**src/rtl/core/ubdc_pkg.sv**
```systemverilog
// Types and constants for the UART baud divisor calculator.
// No dependencies; imported by every module of the block.
package ubdc_pkg;

  // Field widths
  localparam int unsigned PORT_W   = 3;
  localparam int unsigned BAUD_W   = 32;
  localparam int unsigned CLK_W    = 28;
  localparam int unsigned FB_W     = 26;
  localparam int unsigned DIV_W    = 13;
  localparam int unsigned FINE_W   = 5;
  localparam int unsigned CFG_IDX_W = 1;
  localparam int unsigned CFG_DATA_W = CLK_W;

  // Divider widths: numerator is 2*clock, divisor is the effective baud
  localparam int unsigned NUM_W = CLK_W + 1;
  localparam int unsigned DEN_W = CLK_W - 1;
  localparam int unsigned QUO_W = DIV_W + FINE_W;
  localparam int unsigned NCELL = NUM_W;

  // Register reset values
  localparam logic [CLK_W-1:0] BASE_CLOCK_RESET = CLK_W'(100000000);
  localparam logic [FB_W-1:0]  FALLBACK_RESET   = FB_W'(1000);

  // Highest port number that runs from the full clock
  localparam logic [PORT_W-1:0] LAST_FULL_PORT = PORT_W'(1);

  // Configuration register indexes
  typedef enum logic [CFG_IDX_W-1:0] {
    CFG_BASE_CLOCK    = 1'b0,
    CFG_FALLBACK_BAUD = 1'b1
  } cfg_idx_t;

  // Work item handed along the divider row
  typedef struct packed {
    logic             zero;
    logic [NUM_W-1:0] num;
    logic [DEN_W-1:0] rem;
    logic [DEN_W-1:0] den;
    logic [QUO_W-1:0] quo;
  } ubdc_work_t;

endpackage

```
**src/rtl/core/ubdc_front.sv**
```systemverilog
// Front stage: configuration registers, clock and baud selection.
// Depends on ubdc_pkg; feeds the first divider cell.
module ubdc_front (
  input  logic                           clk,
  input  logic                           rst,
  input  logic                           cfg_valid,
  output logic                           cfg_ready,
  input  logic [ubdc_pkg::CFG_IDX_W-1:0]  cfg_index,
  input  logic [ubdc_pkg::CFG_DATA_W-1:0] cfg_data,
  input  logic                           up_valid,
  output logic                           up_ready,
  input  logic [ubdc_pkg::PORT_W-1:0]    port_number,
  input  logic [ubdc_pkg::BAUD_W-1:0]    baud_request,
  output logic                           down_valid,
  input  logic                           down_ready,
  output ubdc_pkg::ubdc_work_t            down_data
);
  import ubdc_pkg::*;

  logic [CLK_W-1:0] base_clock_hz;
  logic [FB_W-1:0]  fallback_baud;
  logic             valid;
  ubdc_work_t       work;
  ubdc_work_t       work_next;
  logic [DEN_W-1:0] half_clk;
  logic [CLK_W-1:0] port_clk;
  logic             use_fallback;

  assign cfg_ready = 1'b1;

  // Configuration registers
  always_ff @(posedge clk) begin
    if (rst) begin
      base_clock_hz <= BASE_CLOCK_RESET;
      fallback_baud <= FALLBACK_RESET;
    end else if (cfg_valid) begin
      unique case (cfg_idx_t'(cfg_index))
        CFG_BASE_CLOCK:    base_clock_hz <= cfg_data[CLK_W-1:0];
        CFG_FALLBACK_BAUD: fallback_baud <= cfg_data[FB_W-1:0];
        default: ;
      endcase
    end
  end

  // Port clock, limit test and effective baud
  always_comb begin
    half_clk     = base_clock_hz[CLK_W-1:1];
    port_clk     = (port_number <= LAST_FULL_PORT) ? base_clock_hz : {1'b0, half_clk};
    use_fallback = (baud_request == '0) ||
                   (baud_request > {{(BAUD_W-DEN_W){1'b0}}, half_clk});
    work_next.num  = {port_clk, 1'b0};
    work_next.rem  = '0;
    work_next.quo  = '0;
    work_next.den  = use_fallback ? {{(DEN_W-FB_W){1'b0}}, fallback_baud}
                                  : baud_request[DEN_W-1:0];
    work_next.zero = (work_next.den == '0);
  end

  assign up_ready = !valid || down_ready;

  // Stage register
  always_ff @(posedge clk) begin
    if (rst) begin
      valid <= 1'b0;
    end else if (up_ready) begin
      valid <= up_valid;
    end
  end

  always_ff @(posedge clk) begin
    if (up_ready && up_valid) begin
      work <= work_next;
    end
  end

  assign down_valid = valid;
  assign down_data  = work;

endmodule

```
**src/rtl/core/ubdc_cell.sv**
```systemverilog
// One restoring-division cell: brings down one numerator bit per request.
// Depends on ubdc_pkg; instanced in a row by the top level.
module ubdc_cell (
  input  logic                 clk,
  input  logic                 rst,
  input  logic                 up_valid,
  output logic                 up_ready,
  input  ubdc_pkg::ubdc_work_t  up_data,
  output logic                 down_valid,
  input  logic                 down_ready,
  output ubdc_pkg::ubdc_work_t  down_data
);
  import ubdc_pkg::*;

  logic             valid;
  ubdc_work_t       work;
  ubdc_work_t       work_next;
  logic [DEN_W:0]   trial;
  logic [DEN_W+1:0] diff;
  logic             fits;

  // Shift in the next numerator bit and try a subtract
  always_comb begin
    trial = {up_data.rem, up_data.num[NUM_W-1]};
    diff  = {1'b0, trial} - {2'b00, up_data.den};
    fits  = !diff[DEN_W+1];
    work_next      = up_data;
    work_next.num  = {up_data.num[NUM_W-2:0], 1'b0};
    work_next.rem  = fits ? diff[DEN_W-1:0] : trial[DEN_W-1:0];
    work_next.quo  = {up_data.quo[QUO_W-2:0], fits};
  end

  // Accept whenever the cell is empty or its contents move on
  assign up_ready = !valid || down_ready;

  always_ff @(posedge clk) begin
    if (rst) begin
      valid <= 1'b0;
    end else if (up_ready) begin
      valid <= up_valid;
    end
  end

  always_ff @(posedge clk) begin
    if (up_ready && up_valid) begin
      work <= work_next;
    end
  end

  assign down_valid = valid;
  assign down_data  = work;

endmodule

```
**src/rtl/core/uart_baud_divisor_calc.sv**
```systemverilog
// Top level of the UART baud divisor calculator.
// Depends on ubdc_pkg, ubdc_front and ubdc_cell.
//
//   channel   signals                               direction
//   config    cfg_valid/cfg_ready, cfg_index/data   in
//   request   in_valid/in_stall, port_number/baud   in
//   result    out_valid/out_stall, divisor/fine     out
//
// One request a cycle while in_stall is low; the row is the front stage plus 29
// division cells, one quotient bit of floor(2*clock/baud) per cell.
// Reset clears every stage valid and restores both configuration registers.
// A stalled result holds in the last cell; stages behind it keep filling
// empty slots and in_stall rises only when the row is full up to the front.
module uart_baud_divisor_calc (
  input  logic                           clk,
  input  logic                           rst,
  input  logic                           cfg_valid,
  output logic                           cfg_ready,
  input  logic [ubdc_pkg::CFG_IDX_W-1:0]  cfg_index,
  input  logic [ubdc_pkg::CFG_DATA_W-1:0] cfg_data,
  input  logic                           in_valid,
  output logic                           in_stall,
  input  logic [ubdc_pkg::PORT_W-1:0]    port_number,
  input  logic [ubdc_pkg::BAUD_W-1:0]    baud_request,
  output logic                           out_valid,
  input  logic                           out_stall,
  output logic [ubdc_pkg::DIV_W-1:0]     divisor,
  output logic [ubdc_pkg::FINE_W-1:0]    fine_adjust
);
  import ubdc_pkg::*;

  logic [NCELL:0] link_valid;
  logic [NCELL:0] link_ready;
  ubdc_work_t     link_data [NCELL+1];
  logic           front_ready;

  ubdc_front u_front (
    .clk         (clk),
    .rst         (rst),
    .cfg_valid   (cfg_valid),
    .cfg_ready   (cfg_ready),
    .cfg_index   (cfg_index),
    .cfg_data    (cfg_data),
    .up_valid    (in_valid),
    .up_ready    (front_ready),
    .port_number (port_number),
    .baud_request(baud_request),
    .down_valid  (link_valid[0]),
    .down_ready  (link_ready[0]),
    .down_data   (link_data[0])
  );

  assign in_stall = !front_ready;

  // Row of division cells, most significant quotient bit first
  for (genvar i = 0; i < NCELL; i++) begin : g_cell
    ubdc_cell u_cell (
      .clk       (clk),
      .rst       (rst),
      .up_valid  (link_valid[i]),
      .up_ready  (link_ready[i]),
      .up_data   (link_data[i]),
      .down_valid(link_valid[i+1]),
      .down_ready(link_ready[i+1]),
      .down_data (link_data[i+1])
    );
  end

  assign link_ready[NCELL] = !out_stall;
  assign out_valid         = link_valid[NCELL];

  // Split the low quotient bits; a zero baud gives zero results
  assign divisor     = link_data[NCELL].zero ? '0 : link_data[NCELL].quo[QUO_W-1:FINE_W];
  assign fine_adjust = link_data[NCELL].zero ? '0 : link_data[NCELL].quo[FINE_W-1:0];

endmodule

```
**config.mk**
```make
export PLATFORM = sky130hd
export DESIGN_NAME = uart_baud_divisor_calc
export DESIGN_NICKNAME = d
export VERILOG_FILES = /design/src/rtl/core/ubdc_pkg.sv /design/src/rtl/core/ubdc_front.sv /design/src/rtl/core/ubdc_cell.sv /design/src/rtl/core/uart_baud_divisor_calc.sv
export SDC_FILE = /design/constraint.sdc
export NUM_CORES = 2
export LEC_CHECK = 0
export BUFFER_PORTS_ARGS = -buffer_cell sky130_fd_sc_hd__buf_2
export CAP_MARGIN = 20
export CORE_MARGIN = 5
export CORE_UTILIZATION = 35
export CTS_BUF_LIST = sky130_fd_sc_hd__clkbuf_8
export DETAILED_ROUTE_END_ITERATION = 7
export PLACE_DENSITY = 0.58
export SETUP_SLACK_MARGIN = 0.15
export SYNTH_ARGS = -nofsm -noshare
export SYNTH_HDL_FRONTEND = slang
export SYNTH_SLANG_ARGS = --single-unit
```
**constraint.sdc**
```tcl
create_clock -name clk -period 14.8 [get_ports clk]
set_input_delay 1.48 -clock clk [delete_from_list [all_inputs] [get_ports clk]]
set_output_delay 1.48 -clock clk [all_outputs]
set_load 0.01 [all_outputs]
```
==> flow_summary.toml <==
[global_routing]
grt-busiest-layer = "met2"
use_met1_pct = 16.2
grt_pass1_wl_um = 390000
track_usage_pct = 14.0
grt_pass1_vias = 74300
grt-ovfl-total = 0
grt_max_degree = 85
use_met2_pct = 25.7
grt_use_met3_pct = 2.13
antenna_found_initial = 4

[sta]
fin_setup_tns_ps = 0
finalCriticalPeriod_ps = 6240
setup_viol = 0
hold_viol_final = 0
fin_hold_ws_ps = 378
period_share_pct = 42.1
finClkSkew_ps = 103
fmax_mhz = 160
final_max_slew_viol_count = 0
slew_headroom_pct = 26.9
worst_slew_pin_slew_ps = 1090
rsz0062_at_grt = "false"

[placed_design]
numPortBuffers = 87
hpwl_um = 180000
dp_cells = 13900
place_congestion = 0.887

[setup_path]
end_kind = "output pin"
r2r_cells = 11
crit_start = "out_stall"
start_kind = "primary input"
r2r_slack_ps = 9950
r2r_end = "g_cell[0].u_cell.down_data[53]$_SDFFCE_PN0P_"
reg2reg_from = "g_cell[28].u_cell.down_valid$_SDFFE_PP0P_"
path_max_fanout = 7
critPathRequiredTime_ps = 13320
cp_data_arrival_time_ps = 4760
critPathKind = "primary input to output pin"
crit_end = "in_stall"

[cells_and_area]
stdcell_count = 14600
final_cell_mix = "edfxtp_1 (2,146), inv_1 (1,081), ha_1 (784)"
final_common_cell = "edfxtp_1"
drive_gt1_share_pct = 9.67
syn_to_final_growth_pct = 11.5
utilization_pct = 39.2
nets = 10800

[clock_tree]
cts_made_buffers = 385
cts.sinks = 2230
cts_buffer_depth = 4
cts_tree = "done"
ctsRootBufferMaster = "clkbuf_8"
path_clk_slew_ps = 60
clk_latency_ps = 1020
ctsResizeCount = 0
post_cts_buffers = 0
hold_buffers = 0
cts_max_level = 5

[logic_synthesis]
syn_inst = 9577
syn_area_sq_um = 114000
avgSynthCellArea_sq_um = 11.9
ys_seq_area_share_pct = 58.1
synth_edf_count = 2146
ys.warnings.count = 0
yosysTopAreaCell = "edfxtp_1"
synthFlopType = "edfxtp_1"
synthTopCellsByArea = "edfxtp_1 (57%), ha_1 (8.6%), inv_1 (3.2%), a21oi_1 (3.1%), mux2_2 (2.6%)"
synth-seq-cells = 2230
synth_top_area_share_pct = 56.6
ys_types = 83
postSynth.asyncResetShare_pct = 0

[power]
leakagePower_nw = 48.9
power_density_nw_per_um2 = 96.9
power.total_mw = 12.3
ir_drop_mv = 0.0691

[worst_hold_path]
hp-class = "flip-flop to flip-flop"

[run_status]
status = "completed"

[die]
die_w_um = 580
fp-row-count = 209
io_pins = 90
die_h_um = 580
die_area_sq_um = 337000
core_sq_um = 324000
start_util_pct = 35.1

[detailed_routing]
postRouteAntennaNets = 0
wl_per_cell_um = 16.6
routed-via-count = 72800
dr.first_iter.drc_count = 4232
viasPerCell = 5.00
drc = 0
wl_um = 241000
drt-pass1-iter-count = 6

[job]
maxCapViolCount = 0
## power by group
group | switching [mW] | total, mW | leakage (nW) | internal (mW)
combinational | 0.151 | 0.256 | 24.9 | 0.105
sequential | 0.0316 | 6.92 | 20.1 | 6.89
clock | 2.48 | 5.13 | 3.95 | 2.65
## cell type report
type / instances / area, sq um
fillers: 30600 / 197000
flip-flops and latches: 2230 / 66100
multi-input cells: 6206 / 43800
well taps: 4325 / 5410
clock buffers: 393 / 5410
inverters: 970 / 3640
clock inverters: 274 / 1510
repair buffers: 161 / 1040
diodes: 3 / 7.51
## worst max-delay path, cell delays in order
cell,delay (ps)
buf_2,120
and4_1,420
and3_1,370
and3_1,390
and3_1,550
and2_1,480
and3_1,330
nand4_1,190
inv_1,210
buf_2,190
## per-layer routing
metal / vias up / wire length, um
met1: 34700 / 99600
li1: 36000 / -
met4: 0 / 9170
met3: 551 / 9060
met2: 1468 / 123000
met5: - / 0
## sequential cells by signal, indices dropped and copies added, names as in the netlist
register / count
u_front.base_clock_hz: 28
u_front.fallback_baud: 26
g_cell.u_cell.down_data: 2090
g_cell.u_cell.down_valid: 29
u_front.down_data: 56
u_front.down_valid: 1
## cell families (layout without fill, tap and decap cells)
family / Yosys count / in the layout / share of synthesized area (%)
AOI/OAI and AO/OA: 2315 / 2315 / 12.8
and+or+nand+nor: 2218 / 2218 / 9.07
adders and majority gates: 811 / 811 / 9.09
buffers and inverters: 1152 / 1798 / 3.83
xor gates and xnor gates: 550 / 550 / 4.23
DFF: 2230 / 2230 / 58.1
muxes: 299 / 299 / 2.92
other: 2 / 16 / 0.00659
## Yosys cell counts, types with 35 or more instances
| library cell | number |
|---|---|
| a211oi_1 | 62 |
| a21boi_0 | 41 |
| a21o_1 | 274 |
| a21oi_1 | 713 |
| a31oi_1 | 130 |
| and2_1 | 54 |
| and3_1 | 35 |
| clkbuf_1 | 159 |
| dfxtp_1 | 84 |
| edfxtp_1 | 2146 |
| ha_1 | 784 |
| inv_1 | 970 |
| mux2_2 | 266 |
| nand2_1 | 631 |
| nand2b_1 | 112 |
| nand3_1 | 144 |
| nand4_1 | 56 |
| nor2_1 | 715 |
| nor2b_1 | 112 |
| nor3_1 | 134 |
| o2111ai_1 | 40 |
| o211ai_1 | 68 |
| o21a_1 | 129 |
| o21ai_0 | 523 |
| o21bai_1 | 37 |
| o31ai_1 | 51 |
| or3_1 | 66 |
| or4_1 | 42 |
| xnor2_1 | 329 |
| xor2_1 | 221 |
## worst min path at each step
stage                                             start                                         to  slack (ps)  cells after the start
2_1_floorplan           u_front.down_data[99]$_DFFE_PP_  g_cell[0].u_cell.down_data[100]$_DFFE_PP_         400                      0
5_1_grt        g_cell[3].u_cell.down_data[91]$_DFFE_PP_   g_cell[4].u_cell.down_data[92]$_DFFE_PP_         390                      0
4_1_cts        g_cell[4].u_cell.down_data[89]$_DFFE_PP_   g_cell[5].u_cell.down_data[90]$_DFFE_PP_         380                      0
6_report       g_cell[22].u_cell.down_data[2]$_DFFE_PP_   g_cell[23].u_cell.down_data[3]$_DFFE_PP_         380                      0
3_5_place_dp            u_front.down_data[74]$_DFFE_PP_   g_cell[0].u_cell.down_data[75]$_DFFE_PP_         400                      0
3_3_place_gp   g_cell[0].u_cell.down_data[90]$_DFFE_PP_   g_cell[1].u_cell.down_data[91]$_DFFE_PP_         400                      0
## metrics by stage
| step | area [sq um] | setup slack, ps |
|---|---|---|
| after floorplan | 114000 | 5760 |
| after global placement | 120000 | 8630 |
| after detailed placement | 120000 | 8590 |
| after CTS | 127000 | 8580 |
| after global routing | 127000 | 8400 |
| final | 127000 | 8560 |
(Power assumes the default switching activity.)
